===== src/design/sls_pkg.sv =====
// ============================================================================
// sls_pkg
// Shared types, constants and helpers for the status LED sequencer.
// ============================================================================
`default_nettype none

package sls_pkg;

    localparam int TIMER_BITS_DEF = 16;
    localparam int CFG_W          = 16;
    localparam int LEVEL_W        = 7;
    localparam int CFG_IDX_W      = 3;
    localparam int IN_TDATA_W     = 16;
    localparam int OUT_TDATA_W    = 8;

    // register indexes
    localparam logic [CFG_IDX_W-1:0] REG_START_DELAY   = 3'd0;
    localparam logic [CFG_IDX_W-1:0] REG_STEP_ON_TIME  = 3'd1;
    localparam logic [CFG_IDX_W-1:0] REG_STEP_GAP_TIME = 3'd2;
    localparam logic [CFG_IDX_W-1:0] REG_PULSE_TIME    = 3'd3;
    localparam logic [CFG_IDX_W-1:0] REG_BLINK_PERIOD  = 3'd4;
    localparam logic [CFG_IDX_W-1:0] REG_LOW_BATTERY   = 3'd5;

    // reset values of the registers
    localparam logic [CFG_W-1:0]   START_DELAY_RST   = 16'd250;
    localparam logic [CFG_W-1:0]   STEP_ON_TIME_RST  = 16'd250;
    localparam logic [CFG_W-1:0]   STEP_GAP_TIME_RST = 16'd20;
    localparam logic [CFG_W-1:0]   PULSE_TIME_RST    = 16'd120;
    localparam logic [CFG_W-1:0]   BLINK_PERIOD_RST  = 16'd300;
    localparam logic [LEVEL_W-1:0] LOW_BATTERY_RST   = 7'd30;

    // self-test sequence: odd phases 1 to 7 light an LED, even phases 2 to 8 are gaps
    typedef enum logic [3:0] {
        PH_WAIT      = 4'd0,
        PH_LINK_ON   = 4'd1,
        PH_LINK_GAP  = 4'd2,
        PH_COLL_ON   = 4'd3,
        PH_COLL_GAP  = 4'd4,
        PH_SEND_ON   = 4'd5,
        PH_SEND_GAP  = 4'd6,
        PH_POWER_ON  = 4'd7,
        PH_POWER_GAP = 4'd8,
        PH_DONE      = 4'd9
    } phase_t;

    // input tick, last field in the lowest bit
    typedef struct packed {
        logic [LEVEL_W-1:0] battery_level;
        logic               pulse_request;
        logic               pretest_mode;
        logic               collect_done;
        logic               erasing;
        logic               history_sending;
        logic               link_connected;
    } tick_t;

    // result, last field in the lowest bit
    typedef struct packed {
        logic pulse_ack;
        logic led_power;
        logic led_send;
        logic led_collect;
        logic led_link;
    } led_t;

    // Land on phase p, or on the first later phase of nonzero length.
    function automatic phase_t enter_phase(logic [3:0] p, logic on_zero, logic gap_zero);
        logic [3:0] q;
        logic       p_zero;
        logic       q_zero;
        phase_t     res;
        q      = p + 4'd1;
        p_zero = p[0] ? on_zero : gap_zero;
        q_zero = q[0] ? on_zero : gap_zero;
        if (p >= 4'(PH_DONE)) begin
            res = PH_DONE;
        end else if (!p_zero) begin
            res = phase_t'(p);
        end else if (q <= 4'(PH_POWER_GAP) && !q_zero) begin
            res = phase_t'(q);
        end else begin
            res = PH_DONE;
        end
        return res;
    endfunction

endpackage

`default_nettype wire


===== src/design/status_led_sequencer.sv =====
// Path: an accepted item goes to the input register, then to the result register that drives m_tdata.
// Throughput: one tick item per cycle while m_tready does not stall the result register; the phase,
// pulse and blink counters update in a single pass between the input register and the result register.
// Reset: timers, phase and LED state clear, registers take their reset values,
// both pipeline registers empty; no clearing pass is needed.
// ============================================================================
// status_led_sequencer
// Self-test sequencing and status LED drive, one result per 1 ms tick.
// ============================================================================
`default_nettype none

module status_led_sequencer #(
    parameter int TIMER_BITS = sls_pkg::TIMER_BITS_DEF
) (
    input  wire logic                             clk,
    input  wire logic                             rst_n,
    // config write channel
    input  wire logic                             cfg_valid,
    output logic                                  cfg_ready,
    input  wire logic [sls_pkg::CFG_IDX_W-1:0]    cfg_index,
    input  wire logic [sls_pkg::CFG_W-1:0]        cfg_data,
    // tdata: link_connected, history_sending, erasing, collect_done,
    //        pretest_mode, pulse_request, battery_level[6:0], 3 zero bits
    input  wire logic                             s_tvalid,
    output logic                                  s_tready,
    input  wire logic [sls_pkg::IN_TDATA_W-1:0]   s_tdata,
    // tdata: led_link, led_collect, led_send, led_power, pulse_ack, 3 zero bits
    output logic                                  m_tvalid,
    input  wire logic                             m_tready,
    output logic [sls_pkg::OUT_TDATA_W-1:0]       m_tdata
);
    import sls_pkg::*;

    localparam int CMP_W = (TIMER_BITS > CFG_W) ? TIMER_BITS : CFG_W;
    localparam logic [TIMER_BITS-1:0] TIMER_MAX = {TIMER_BITS{1'b1}};

    // configuration registers
    logic [CFG_W-1:0]   start_delay_reg;
    logic [CFG_W-1:0]   step_on_time_reg;
    logic [CFG_W-1:0]   step_gap_time_reg;
    logic [CFG_W-1:0]   pulse_time_reg;
    logic [CFG_W-1:0]   blink_period_reg;
    logic [LEVEL_W-1:0] low_battery_reg;

    // pipeline
    logic   in_valid_reg;
    tick_t  in_data_reg;
    logic   out_valid_reg;
    led_t   out_data_reg;
    logic   advance;

    // sequencer state
    phase_t                phase_reg,       phase_next;
    logic [TIMER_BITS-1:0] phase_timer_reg, phase_timer_next;
    logic [CFG_W-1:0]      pulse_timer_reg, pulse_timer_next;
    logic [TIMER_BITS-1:0] blink_timer_reg, blink_timer_next;
    logic                  power_level_reg, power_level_next;
    led_t                  result_next;

    assign cfg_ready = 1'b1;
    assign advance   = in_valid_reg && (!out_valid_reg || m_tready);
    assign s_tready  = !in_valid_reg || advance;
    assign m_tvalid  = out_valid_reg;
    assign m_tdata   = OUT_TDATA_W'(out_data_reg);

    always_ff @(posedge clk or negedge rst_n)
    begin
        if (!rst_n)
        begin
            start_delay_reg   <= START_DELAY_RST;
            step_on_time_reg  <= STEP_ON_TIME_RST;
            step_gap_time_reg <= STEP_GAP_TIME_RST;
            pulse_time_reg    <= PULSE_TIME_RST;
            blink_period_reg  <= BLINK_PERIOD_RST;
            low_battery_reg   <= LOW_BATTERY_RST;
        end
        else if (cfg_valid)
        begin
            unique case (cfg_index)
                REG_START_DELAY:   start_delay_reg   <= cfg_data;
                REG_STEP_ON_TIME:  step_on_time_reg  <= cfg_data;
                REG_STEP_GAP_TIME: step_gap_time_reg <= cfg_data;
                REG_PULSE_TIME:    pulse_time_reg    <= cfg_data;
                REG_BLINK_PERIOD:  blink_period_reg  <= cfg_data;
                REG_LOW_BATTERY:   low_battery_reg   <= cfg_data[LEVEL_W-1:0];
                default:           ;
            endcase
        end
    end

    // input register
    always_ff @(posedge clk or negedge rst_n)
    begin
        if (!rst_n)
        begin
            in_valid_reg <= 1'b0;
        end
        else if (s_tready)
        begin
            in_valid_reg <= s_tvalid;
        end
    end

    always_ff @(posedge clk)
    begin
        if (s_tvalid && s_tready)
        begin
            in_data_reg <= tick_t'(s_tdata[$bits(tick_t)-1:0]);
        end
    end

    // result register
    always_ff @(posedge clk or negedge rst_n)
    begin
        if (!rst_n)
        begin
            out_valid_reg <= 1'b0;
        end
        else if (!out_valid_reg || m_tready)
        begin
            out_valid_reg <= in_valid_reg;
        end
    end

    always_ff @(posedge clk)
    begin
        if (advance)
        begin
            out_data_reg <= result_next;
        end
    end

    // state register
    always_ff @(posedge clk or negedge rst_n)
    begin
        if (!rst_n)
        begin
            phase_reg       <= PH_WAIT;
            phase_timer_reg <= '0;
            pulse_timer_reg <= '0;
            blink_timer_reg <= '0;
            power_level_reg <= 1'b0;
        end
        else if (advance)
        begin
            phase_reg       <= phase_next;
            phase_timer_reg <= phase_timer_next;
            pulse_timer_reg <= pulse_timer_next;
            blink_timer_reg <= blink_timer_next;
            power_level_reg <= power_level_next;
        end
    end

    // one tick of work
    always_comb
    begin
        logic                  on_zero;
        logic                  gap_zero;
        phase_t                ph;
        logic [TIMER_BITS-1:0] pt;
        logic [TIMER_BITS-1:0] bt;
        logic                  pw;
        logic [CFG_W-1:0]      pu;
        logic [CFG_W-1:0]      step_len;

        on_zero  = (step_on_time_reg == '0);
        gap_zero = (step_gap_time_reg == '0);
        ph       = (phase_reg > PH_DONE) ? PH_DONE : phase_reg;
        pt       = phase_timer_reg;
        bt       = blink_timer_reg;
        pw       = power_level_reg;
        pu       = pulse_timer_reg;
        step_len = '0;
        result_next = '0;

        // start wait
        if (ph == PH_WAIT)
        begin
            if (CMP_W'(pt) >= CMP_W'(start_delay_reg))
            begin
                ph = enter_phase(4'(PH_LINK_ON), on_zero, gap_zero);
                pt = '0;
                if (ph == PH_DONE)
                begin
                    bt = '0;
                    pw = 1'b0;
                end
            end
            else if (pt != TIMER_MAX)
            begin
                pt = pt + 1'b1;
            end
        end

        if (ph != PH_WAIT && ph != PH_DONE)
        begin
            result_next.led_link    = (ph == PH_LINK_ON);
            result_next.led_collect = (ph == PH_COLL_ON);
            result_next.led_send    = (ph == PH_SEND_ON);
            result_next.led_power   = (ph == PH_POWER_ON);
            step_len = ph[0] ? step_on_time_reg : step_gap_time_reg;
            if (pt != TIMER_MAX)
            begin
                pt = pt + 1'b1;
            end
            if (CMP_W'(pt) >= CMP_W'(step_len))
            begin
                ph = enter_phase(4'(ph) + 4'd1, on_zero, gap_zero);
                pt = '0;
                if (ph == PH_DONE)
                begin
                    bt = '0;
                    pw = 1'b0;
                end
            end
        end
        else
        begin
            result_next.led_link = in_data_reg.link_connected;
            result_next.led_send = in_data_reg.history_sending | in_data_reg.erasing;
            if (in_data_reg.pulse_request)
            begin
                result_next.pulse_ack = 1'b1;
                pu = pulse_time_reg;
            end
            result_next.led_collect = (pu != '0) ||
                                      (in_data_reg.collect_done && !in_data_reg.pretest_mode);
            if (ph == PH_WAIT || !(in_data_reg.battery_level < low_battery_reg))
            begin
                pw = 1'b0;
                bt = '0;
            end
            else
            begin
                if (bt != TIMER_MAX)
                begin
                    bt = bt + 1'b1;
                end
                if (CMP_W'(bt) >= CMP_W'(blink_period_reg))
                begin
                    bt = '0;
                    pw = !pw;
                end
            end
            result_next.led_power = pw;
        end

        if (pu != '0)
        begin
            pu = pu - 1'b1;
        end

        phase_next       = ph;
        phase_timer_next = pt;
        pulse_timer_next = pu;
        blink_timer_next = bt;
        power_level_next = pw;
    end

`ifndef SYNTHESIS
    // once finished, the self-test never restarts
    assert property (@(posedge clk) disable iff (!rst_n)
        (phase_reg == PH_DONE) |=> (phase_reg == PH_DONE))
        else $error("self-test left the done phase");

    // state moves only with an item
    assert property (@(posedge clk) disable iff (!rst_n)
        !advance |=> ($stable(phase_reg) && $stable(pulse_timer_reg) &&
                      $stable(blink_timer_reg)))
        else $error("sequencer state changed without an item");

    // a held input item is not dropped
    assert property (@(posedge clk) disable iff (!rst_n)
        (in_valid_reg && !advance) |=> in_valid_reg)
        else $error("input item lost while stalled");

    // an acknowledged pulse with nonzero length lights the collection LED
    assert property (@(posedge clk) disable iff (!rst_n)
        (out_valid_reg && out_data_reg.pulse_ack && pulse_time_reg != '0)
            |-> out_data_reg.led_collect)
        else $error("acknowledged pulse did not light the collection LED");
`endif

endmodule

`default_nettype wire

===== config.mk =====
export PLATFORM = sky130hd
export DESIGN_NAME = status_led_sequencer
export DESIGN_NICKNAME = d
export VERILOG_FILES = /design/src/design/sls_pkg.sv /design/src/design/status_led_sequencer.sv
export SDC_FILE = /design/constraint.sdc
export NUM_CORES = 1
export LEC_CHECK = 0
export ABC_AREA = 1
export ABC_CLOCK_PERIOD_IN_PS = 7700
export CORE_MARGIN = 1
export CORE_UTILIZATION = 30
export CTS_CLUSTER_SIZE = 40
export DETAILED_ROUTE_END_ITERATION = 12
export DONT_BUFFER_PORTS = 1
export SETUP_SLACK_MARGIN = 0.1
export SLEW_MARGIN = 20
export SYNTH_ARGS = -nofsm -noshare
export SYNTH_HDL_FRONTEND = slang
export SYNTH_SLANG_ARGS = --single-unit

===== constraint.sdc =====
create_clock -name clk -period 7.7 [get_ports clk]
set_input_delay 0.385 -clock clk [delete_from_list [all_inputs] [get_ports clk]]
set_output_delay 0.385 -clock clk [all_outputs]
set_load 0.03 [all_outputs]

==> flow_summary.html, run 1 <==
<table>
<tr><th>Metric</th><th>Value</th></tr>
<tr><th colspan="2">Run status</th></tr>
<tr><td>Run status</td><td>finished, final reports clean</td></tr>
<tr><th colspan="2">Yosys</th></tr>
<tr><td>Synthesized area per cell</td><td>7.02 µm²</td></tr>
<tr><td>Number of flops mapped to enable cells by yosys</td><td>18</td></tr>
<tr><td>Post-synthesis cell type with the largest combined area</td><td>sky130_fd_sc_hd__dfrtp_1</td></tr>
<tr><td>Number of warning messages in the yosys log</td><td>0</td></tr>
<tr><td>Cell area after synthesis</td><td>10900 µm²</td></tr>
<tr><td>Async set or reset register ratio after synthesis</td><td>88.8%</td></tr>
<tr><td>Top cells by area in the synthesized netlist</td><td>sky130_fd_sc_hd__dfrtp_1 27%, sky130_fd_sc_hd__nand2_1 16%, sky130_fd_sc_hd__ha_1 7.1%, sky130_fd_sc_hd__o21ai_0 6.6%, sky130_fd_sc_hd__inv_1 6.6%</td></tr>
<tr><td>Portion of synthesized cell area occupied by the leading cell type</td><td>26.5%</td></tr>
<tr><td>Main synth FF type</td><td>sky130_fd_sc_hd__dfrtp_1</td></tr>
<tr><td>Number of different library cells in the post-synthesis netlist</td><td>49</td></tr>
<tr><td>Number of storage elements in the synthesis netlist</td><td>160</td></tr>
<tr><td>Cell count after synthesis</td><td>1558</td></tr>
<tr><td>Part of the Yosys area used for sequential elements</td><td>37.7%</td></tr>
<tr><th colspan="2">Setup path</th></tr>
<tr><td>Crit path required time</td><td>8.06 ns</td></tr>
<tr><td>Family of cells with the greatest summed delay on the critical path</td><td>simple AND/OR/NAND/NOR gates</td></tr>
<tr><td>Data arrival time of the critical path</td><td>6.52 ns</td></tr>
<tr><td>Crit-path slowest cell</td><td>sky130_fd_sc_hd__nor3_4</td></tr>
<tr><td>Category of the worst setup path capture point</td><td>register</td></tr>
<tr><td>Startpoint class of the critical path</td><td>register</td></tr>
<tr><td>Critical path peak fanout</td><td>22</td></tr>
<tr><td>Critical Path Most Common Cell</td><td>sky130_fd_sc_hd__nand2_1</td></tr>
<tr><td>Buf/Inv on CP</td><td>3</td></tr>
<tr><td>Critical path class</td><td>register to register</td></tr>
<tr><td>Highest cell delay on the worst timing path</td><td>0.65 ns</td></tr>
<tr><th colspan="2">Cells and area</th></tr>
<tr><td>Fillcell total</td><td>3865</td></tr>
<tr><td>Area of the multi-input gates</td><td>5810 µm²</td></tr>
<tr><td>Post-layout nets</td><td>1630</td></tr>
<tr><td>Diodes inserted</td><td>0</td></tr>
<tr><td>Synthesis-to-layout area growth</td><td>8.65%</td></tr>
<tr><td>Fraction of final layout cells sized beyond drive strength 1</td><td>8.50%</td></tr>
<tr><td>FF+latch area</td><td>4130 µm²</td></tr>
<tr><th colspan="2">Timing</th></tr>
<tr><td>Crit share post-route</td><td>79.9%</td></tr>
<tr><td>Unrepaired setup endpoints after global routing</td><td>no</td></tr>
<tr><td>Least setup slack across all paths after layout</td><td>1.54 ns</td></tr>
<tr><td>Worst-case hold slack</td><td>0.0356 ns</td></tr>
<tr><td>Setup tns final</td><td>0 ns</td></tr>
<tr><td>Endpoints failing setup</td><td>0</td></tr>
<tr><td>Minimum clock period after layout</td><td>6.16 ns</td></tr>
<tr><td>Highest attainable clock frequency</td><td>0.162 GHz</td></tr>
<tr><td>Transition time of the tightest slew-check pin</td><td>1.03 ns</td></tr>
<tr><td>Slew Viols, Final</td><td>0</td></tr>
<tr><td>Hold violation count in the final report</td><td>0</td></tr>
<tr><td>Slew HR</td><td>30.5%</td></tr>
<tr><td>Setup Skew</td><td>0.0105 ns</td></tr>
<tr><th colspan="2">Floorplanning</th></tr>
<tr><td>Die boundary height</td><td>193 µm</td></tr>
<tr><td>Placeable core region</td><td>35700 µm²</td></tr>
<tr><td>Initial Utilization</td><td>30.6%</td></tr>
<tr><td>Die Span X</td><td>193 µm</td></tr>
<tr><td>Number of core rows</td><td>69</td></tr>
<tr><td>Top-Level Pins</td><td>51</td></tr>
<tr><td>Area enclosed by the die boundary</td><td>37200 µm²</td></tr>
<tr><th colspan="2">Route</th></tr>
<tr><td>Post-DR wirelength/cell</td><td>14.2 µm</td></tr>
<tr><td>Number of antenna-violating nets in the routed design</td><td>0</td></tr>
<tr><td>Count of unresolved DRC violations after routing</td><td>0</td></tr>
<tr><td>Total number of vias</td><td>9632</td></tr>
<tr><td>Mean number of vias per cell</td><td>4.81</td></tr>
<tr><td>Number of detailed-route iterations in the first pass</td><td>7</td></tr>
<tr><td>First-iteration detailed-routing DRC count</td><td>613</td></tr>
<tr><td>Post-Route WL</td><td>28400 µm</td></tr>
<tr><th colspan="2">CTS</th></tr>
<tr><td>Clock root buffer</td><td>sky130_fd_sc_hd__clkbuf_16</td></tr>
<tr><td>Clock tree from TritonCTS</td><td>done</td></tr>
<tr><td>Post-cts gate resize count</td><td>0</td></tr>
<tr><td>Maximum clock insertion buffer count</td><td>2</td></tr>
<tr><td>Later-pin clock latency in the skew report</td><td>0.44 ns</td></tr>
<tr><td>Number of sinks handled by clock tree synthesis</td><td>160</td></tr>
<tr><td>CTS clk-pin slew, worst paths</td><td>0.07 ns</td></tr>
<tr><td>H-tree levels</td><td>4</td></tr>
<tr><td>Num CTS Buffers</td><td>17</td></tr>
<tr><th colspan="2">Power and ir drop</th></tr>
<tr><td>Power consumption</td><td>4.96 mW</td></tr>
<tr><td>LEAKAGE</td><td>5.90 nW</td></tr>
<tr><td>Worst VDD drop</td><td>0.272 mV</td></tr>
<tr><td>Total power density per cell area</td><td>417 nW/µm²</td></tr>
<tr><th colspan="2">Placed design</th></tr>
<tr><td>Minimum setup slack after placement</td><td>1.48 ns</td></tr>
<tr><td>RePlAce Congestion</td><td>0.891</td></tr>
<tr><td>Placed wire-length estimate</td><td>20300 µm</td></tr>
<tr><td>Count of port buffers added during placement</td><td>0</td></tr>
<tr><th colspan="2">GRT</th></tr>
<tr><td>Vias in the first global route</td><td>9065</td></tr>
<tr><td>Number of antenna violations at the first check in global routing</td><td>0</td></tr>
<tr><td>Met1 global-route usage</td><td>22.0%</td></tr>
<tr><td>Combined global-route utilization of all metal layers</td><td>16.1%</td></tr>
<tr><td>Routing usage on met2</td><td>26.2%</td></tr>
<tr><td>Total congestion overflow after global routing</td><td>0</td></tr>
<tr><td>Pin count of the biggest net entering global routing</td><td>143</td></tr>
<tr><td>Met3 track demand over resource in global routing</td><td>2.48%</td></tr>
<tr><td>First-pass GRT wire length</td><td>46500 µm</td></tr>
<tr><td>Layer with the highest usage after global routing</td><td>met2</td></tr>
<tr><th colspan="2">Job</th></tr>
<tr><td>Max-Cap Viols</td><td>0</td></tr>
<tr><th colspan="2">Min path</th></tr>
<tr><td>Hold crit path type</td><td>primary input to register</td></tr>
</table>
## Yosys cell counts (2+ instances only)
cell                       number
sky130_fd_sc_hd__buf_1          3
sky130_fd_sc_hd__o21ai_0      144
sky130_fd_sc_hd__ha_1          62
sky130_fd_sc_hd__o21a_1         3
sky130_fd_sc_hd__nand3b_1       3
sky130_fd_sc_hd__nor3_2         2
sky130_fd_sc_hd__inv_2          3
sky130_fd_sc_hd__a22oi_2        3
sky130_fd_sc_hd__a21oi_1       84
sky130_fd_sc_hd__xnor2_1        5
sky130_fd_sc_hd__dfstp_2       26
sky130_fd_sc_hd__nor3_1        12
sky130_fd_sc_hd__nor2_4         2
sky130_fd_sc_hd__nand2_2       19
sky130_fd_sc_hd__nor2_2         9
sky130_fd_sc_hd__nand2_1      465
sky130_fd_sc_hd__a22oi_1        4
sky130_fd_sc_hd__buf_2          7
sky130_fd_sc_hd__nor2_1       147
sky130_fd_sc_hd__buf_6          4
sky130_fd_sc_hd__conb_1         2
sky130_fd_sc_hd__inv_1        191
sky130_fd_sc_hd__edfxtp_1      18
sky130_fd_sc_hd__dfrtp_1      116
sky130_fd_sc_hd__a31oi_1        2
sky130_fd_sc_hd__nand4_1       23
sky130_fd_sc_hd__clkbuf_1      34
sky130_fd_sc_hd__nand3_1       89
sky130_fd_sc_hd__buf_4         10
sky130_fd_sc_hd__xor2_1        21
sky130_fd_sc_hd__nand3_2        6
sky130_fd_sc_hd__or2_2         17
sky130_fd_sc_hd__o21ai_1        3
sky130_fd_sc_hd__o211ai_1       3
sky130_fd_sc_hd__nor3_4         2
## cells in the final DEF (no fill, tap or decap), drive strengths merged, types with 2 or more instances in the layout
master and count:
clkinv 5, nor2 158, nand2 485, xor2 21
edfxtp 18, ha 62, nand3b 3, inv 199
nand3 95, o21a 3, clkbuf 21, nor3 16
dfrtp 116, nand4 24, conb 4, o211ai 3
a22oi 7, buf 6, a21oi 84, dfstp 26
a31oi 2, o21ai 148, xnor2 5, or2 18
## stage by stage
step | instance area [µm²] | cells | util (%)
after floorplan | 11000 | 1560 | -
after global placement | 11300 | 1968 | 31.5
after detailed placement | 11300 | 1968 | 31.5
after CTS | 11900 | 2002 | 33.3
after global routing | 11900 | 2002 | 33.3
final | 11900 | 2002 | 33.3
## area by class of cell
class	instances	area share (%)
clock inverters	11	0.768
repair buffers	7	0.631
inverters	194	6.12
clock buffers	21	4.06
well taps	461	4.85
multi-input cells	1148	48.9
flip-flops and latches	160	34.7
## per-layer routing
layer | vias to the layer above | part of all wire, % | wire length [µm]
li1 | 4924 | - | -
met1 | 4483 | 49 | 13900
met2 | 196 | 46 | 13100
met3 | 29 | 3.8 | 1090
met4 | 0 | 1.4 | 403
met5 | - | 0 | 0
## logic make-up after synthesis
group / count (synthesis) / share of synthesized area (%)
simple gates: 803 / 31.5
compound gates: 252 / 12.2
buf+inv: 252 / 9.34
flops: 160 / 37.7
fa+ha+maj: 62 / 7.09
xor+xnor: 26 / 2.08
other cells: 2 / 0.0686
mux: 1 / 0.0915
## power breakdown
part / total [mW] / leakage [nW] / internal [mW] / switching [mW]
logic: 2.79 / 3.74 / 0.908 / 1.88
clock network: 0.835 / 0.281 / 0.458 / 0.378
registers: 1.33 / 1.88 / 1.11 / 0.219
total: 4.96 / 5.90 / 2.48 / 2.48
## path summary, 6_finish.rpt
check                                   start             endpoint  slack, ns  cells past startpoint
max reg2reg                start_delay_reg[3]  blink_timer_reg[13]       1.54                     28
min in group asynchronous               rst_n   blink_timer_reg[2]       0.57                      2
max in group asynchronous               rst_n  phase_timer_reg[15]       6.47                      2
min reg2reg                pulse_time_reg[11]   pulse_time_reg[11]       0.48                      2
max                        start_delay_reg[3]  blink_timer_reg[13]       1.54                     28
min                                s_tdata[5]       in_data_reg[5]       0.04                      0
## what timing repair did
item,CTS,global route
buffers inserted,0,0
hold endpoints to repair,142,0
hold buffers,2,0
Note: power is estimated with default switching activity, not from simulation.
==> inputs of run 2 (changes only) <==
- ABC_CLOCK_PERIOD_IN_PS: 7700 -> 5950
- clock period: 7.7 -> 5.95 ns (I/O delays scaled with it)
==> run 2 against run 1 <==
Against the previous run:
- non-clock buffer count is 21 higher
- sequential power is 31% higher
- total power is 31% higher
- global-route usage is 0.11 points higher
- critical path depth is 5 higher
- wire length is 1.3% higher
==> flow_summary.html, run 2 (synthesized netlist as in run 1, its figures left out) <==
<table>
<tr><th>Metric</th><th>Value</th></tr>
<tr><th colspan="2">Timing</th></tr>
<tr><td>Unrepaired setup endpoints after global routing</td><td>no</td></tr>
<tr><td>Crit share post-route</td><td>86.5%</td></tr>
<tr><td>Setup tns final</td><td>0 ns</td></tr>
<tr><td>Highest attainable clock frequency</td><td>0.194 GHz</td></tr>
<tr><td>Slew HR</td><td>30.4%</td></tr>
<tr><td>Worst-case hold slack</td><td>0.0611 ns</td></tr>
<tr><td>Setup Skew</td><td>0.0123 ns</td></tr>
<tr><td>Slew Viols, Final</td><td>0</td></tr>
<tr><td>Minimum clock period after layout</td><td>5.15 ns</td></tr>
<tr><td>Transition time of the tightest slew-check pin</td><td>1.04 ns</td></tr>
<tr><td>Endpoints failing setup</td><td>0</td></tr>
<tr><td>Hold violation count in the final report</td><td>0</td></tr>
<tr><th colspan="2">Min path</th></tr>
<tr><td>Hold crit path type</td><td>primary input to register</td></tr>
<tr><td>End of the worst hold path</td><td>m_tvalid</td></tr>
<tr><td>Worst hold path cell count</td><td>3</td></tr>
<tr><td>Hold path startpoint</td><td>m_tready</td></tr>
<tr><th colspan="2">Route</th></tr>
<tr><td>Post-Route WL</td><td>28800 µm</td></tr>
<tr><td>Number of antenna-violating nets in the routed design</td><td>0</td></tr>
<tr><td>Count of unresolved DRC violations after routing</td><td>0</td></tr>
<tr><td>First-iteration detailed-routing DRC count</td><td>688</td></tr>
<tr><td>Total number of vias</td><td>9782</td></tr>
<tr><td>Mean number of vias per cell</td><td>4.84</td></tr>
<tr><td>Number of detailed-route iterations in the first pass</td><td>5</td></tr>
<tr><td>Post-DR wirelength/cell</td><td>14.2 µm</td></tr>
<tr><th colspan="2">CTS</th></tr>
<tr><td>Maximum clock insertion buffer count</td><td>2</td></tr>
<tr><td>Clock root buffer</td><td>sky130_fd_sc_hd__clkbuf_16</td></tr>
<tr><td>H-tree levels</td><td>4</td></tr>
<tr><td>CTS clk-pin slew, worst paths</td><td>0.07 ns</td></tr>
<tr><td>Num CTS Buffers</td><td>17</td></tr>
<tr><td>Number of sinks handled by clock tree synthesis</td><td>160</td></tr>
<tr><td>Clock tree from TritonCTS</td><td>done</td></tr>
<tr><td>Later-pin clock latency in the skew report</td><td>0.43 ns</td></tr>
<tr><th colspan="2">Floorplanning</th></tr>
<tr><td>Die boundary height</td><td>193 µm</td></tr>
<tr><td>Die Span X</td><td>193 µm</td></tr>
<tr><td>Top-Level Pins</td><td>51</td></tr>
<tr><td>Number of core rows</td><td>69</td></tr>
<tr><td>Area enclosed by the die boundary</td><td>37200 µm²</td></tr>
<tr><td>Placeable core region</td><td>35700 µm²</td></tr>
<tr><td>Initial Utilization</td><td>30.6%</td></tr>
<tr><th colspan="2">Setup path</th></tr>
<tr><td>Startpoint class of the critical path</td><td>register</td></tr>
<tr><td>Critical Path Most Common Cell</td><td>sky130_fd_sc_hd__nand2_1</td></tr>
<tr><td>Critical path peak fanout</td><td>16</td></tr>
<tr><td>Worst reg2reg path startpoint</td><td>start_delay_reg[3]</td></tr>
<tr><td>Crit path required time</td><td>6.31 ns</td></tr>
<tr><td>Data arrival time of the critical path</td><td>5.51 ns</td></tr>
<tr><td>Reg2Reg Capture Point</td><td>blink_timer_reg[0]</td></tr>
<tr><td>Register-to-register path setup slack</td><td>0.80 ns</td></tr>
<tr><td>Highest cell delay on the worst timing path</td><td>0.53 ns</td></tr>
<tr><td>Crit-path slowest cell</td><td>sky130_fd_sc_hd__dfstp_2</td></tr>
<tr><td>Category of the worst setup path capture point</td><td>register</td></tr>
<tr><td>Critical path class</td><td>register to register</td></tr>
<tr><td>Worst R2R Path Depth</td><td>33</td></tr>
<tr><th colspan="2">GRT</th></tr>
<tr><td>Met3 track demand over resource in global routing</td><td>1.95%</td></tr>
<tr><td>Number of antenna violations at the first check in global routing</td><td>0</td></tr>
<tr><td>Routing usage on met2</td><td>26.7%</td></tr>
<tr><td>Met1 global-route usage</td><td>22.1%</td></tr>
<tr><td>Layer with the highest usage after global routing</td><td>met2</td></tr>
<tr><td>Vias in the first global route</td><td>9291</td></tr>
<tr><td>First-pass GRT wire length</td><td>47200 µm</td></tr>
<tr><td>Total congestion overflow after global routing</td><td>0</td></tr>
<tr><td>Combined global-route utilization of all metal layers</td><td>16.2%</td></tr>
<tr><td>Pin count of the biggest net entering global routing</td><td>143</td></tr>
<tr><th colspan="2">Cells and area</th></tr>
<tr><td>Diodes inserted</td><td>0</td></tr>
<tr><td>Fraction of final layout cells sized beyond drive strength 1</td><td>8.90%</td></tr>
<tr><td>Post-layout nets</td><td>1651</td></tr>
<tr><td>Most common cell after layout, fill and taps aside</td><td>sky130_fd_sc_hd__nand2_1</td></tr>
<tr><td>Most frequent cells in the layout</td><td>464 x sky130_fd_sc_hd__nand2_1, 191 x sky130_fd_sc_hd__inv_1, 147 x sky130_fd_sc_hd__nor2_1, 144 x sky130_fd_sc_hd__o21ai_0, 116 x sky130_fd_sc_hd__dfrtp_1</td></tr>
<tr><td>Area of the multi-input gates</td><td>5810 µm²</td></tr>
<tr><td>Synthesis-to-layout area growth</td><td>10.5%</td></tr>
<tr><td>FF+latch area</td><td>4130 µm²</td></tr>
<tr><td>Fillcell total</td><td>3856</td></tr>
<tr><th colspan="2">Power and ir drop</th></tr>
<tr><td>Total power density per cell area</td><td>538 nW/µm²</td></tr>
<tr><td>LEAKAGE</td><td>6.01 nW</td></tr>
<tr><td>Power consumption</td><td>6.50 mW</td></tr>
<tr><td>Worst VDD drop</td><td>0.229 mV</td></tr>
<tr><th colspan="2">Placed design</th></tr>
<tr><td>Placed wire-length estimate</td><td>20700 µm</td></tr>
<tr><td>RePlAce Congestion</td><td>0.893</td></tr>
<tr><td>Count of port buffers added during placement</td><td>0</td></tr>
<tr><th colspan="2">Run status</th></tr>
<tr><td>Run status</td><td>finished, final reports clean</td></tr>
<tr><th colspan="2">Job</th></tr>
<tr><td>Max-Cap Viols</td><td>0</td></tr>
</table>
## run 2: cell types whose count changed in the layout (fill, tap and decap cells not counted), sizes merged
cell and delta:
clkbuf -2, buf +7, clkinvlp -1, dlygate4sd3 +14
clkinv -1, inv +4
## run 2: worst max-delay path: cells and delay by family (launching register included)
kind            cells  cell delay [ns]
simple gates       22             2.49
fa+ha+maj           3             0.82
compound gates      4             0.76
flops               1             0.53
buf+inv             4             0.45
## run 2: timing repair
item / 4_1_cts / 5_1_grt
buffers inserted: 0 / 0
resized for setup: 0 / 1
hold endpoints to repair: 156 / 0
hold buffers: 16 / 0
setup endpoints to repair: 0 / 5
## run 2: area by class of cell
| class | instances | share of cell area (%) |
|---|---|---|
| repair buffers | 28 | 2.21 |
| well taps | 461 | 4.77 |
| clock inverters | 13 | 0.911 |
| inverters | 194 | 6.02 |
| multi-input cells | 1148 | 48.0 |
| clock buffers | 19 | 3.93 |
| flip-flops and latches | 160 | 34.1 |
## run 2: worst max-delay path by stage
| stage | startpoint | endpoint | slack [ns] | cells after the start |
|---|---|---|---|---|
| finish | start_delay_reg[3] | blink_timer_reg[0] | 0.80 | 33 |
| CTS | start_delay_reg[1] | power_level_reg | 0.70 | 31 |
| detailed placement | start_delay_reg[3] | power_level_reg | 0.69 | 31 |
| floorplan | start_delay_reg[3] | blink_timer_reg[11] | 1.30 | 31 |
| global placement | start_delay_reg[3] | blink_timer_reg[1] | 0.88 | 31 |
| global route | start_delay_reg[3] | blink_timer_reg[3] | 0.19 | 31 |
## run 2: through the flow
step	setup slack (ns)	cells	cell area (µm²)	util, %
global placement	0.884	1975	11300	31.7
finish	0.805	2023	12100	33.8
detailed placement	0.694	1975	11300	31.7
CTS	0.697	2023	12100	33.8
floorplan	1.30	1560	11000	-
global route	0.187	2023	12100	33.8
## run 2: power breakdown
part / internal, mW / total, mW / switching, mW
logic: 1.21 / 3.66 / 2.44
clock network: 0.599 / 1.11 / 0.507
registers: 1.44 / 1.74 / 0.294
total: 3.26 / 6.50 / 3.24
## run 2: metal layers
metal,routed length [µm],part of all wire [%]
met5,0,0
met1,14000,48
met4,464,1.6
met2,13100,45
met3,1300,4.5
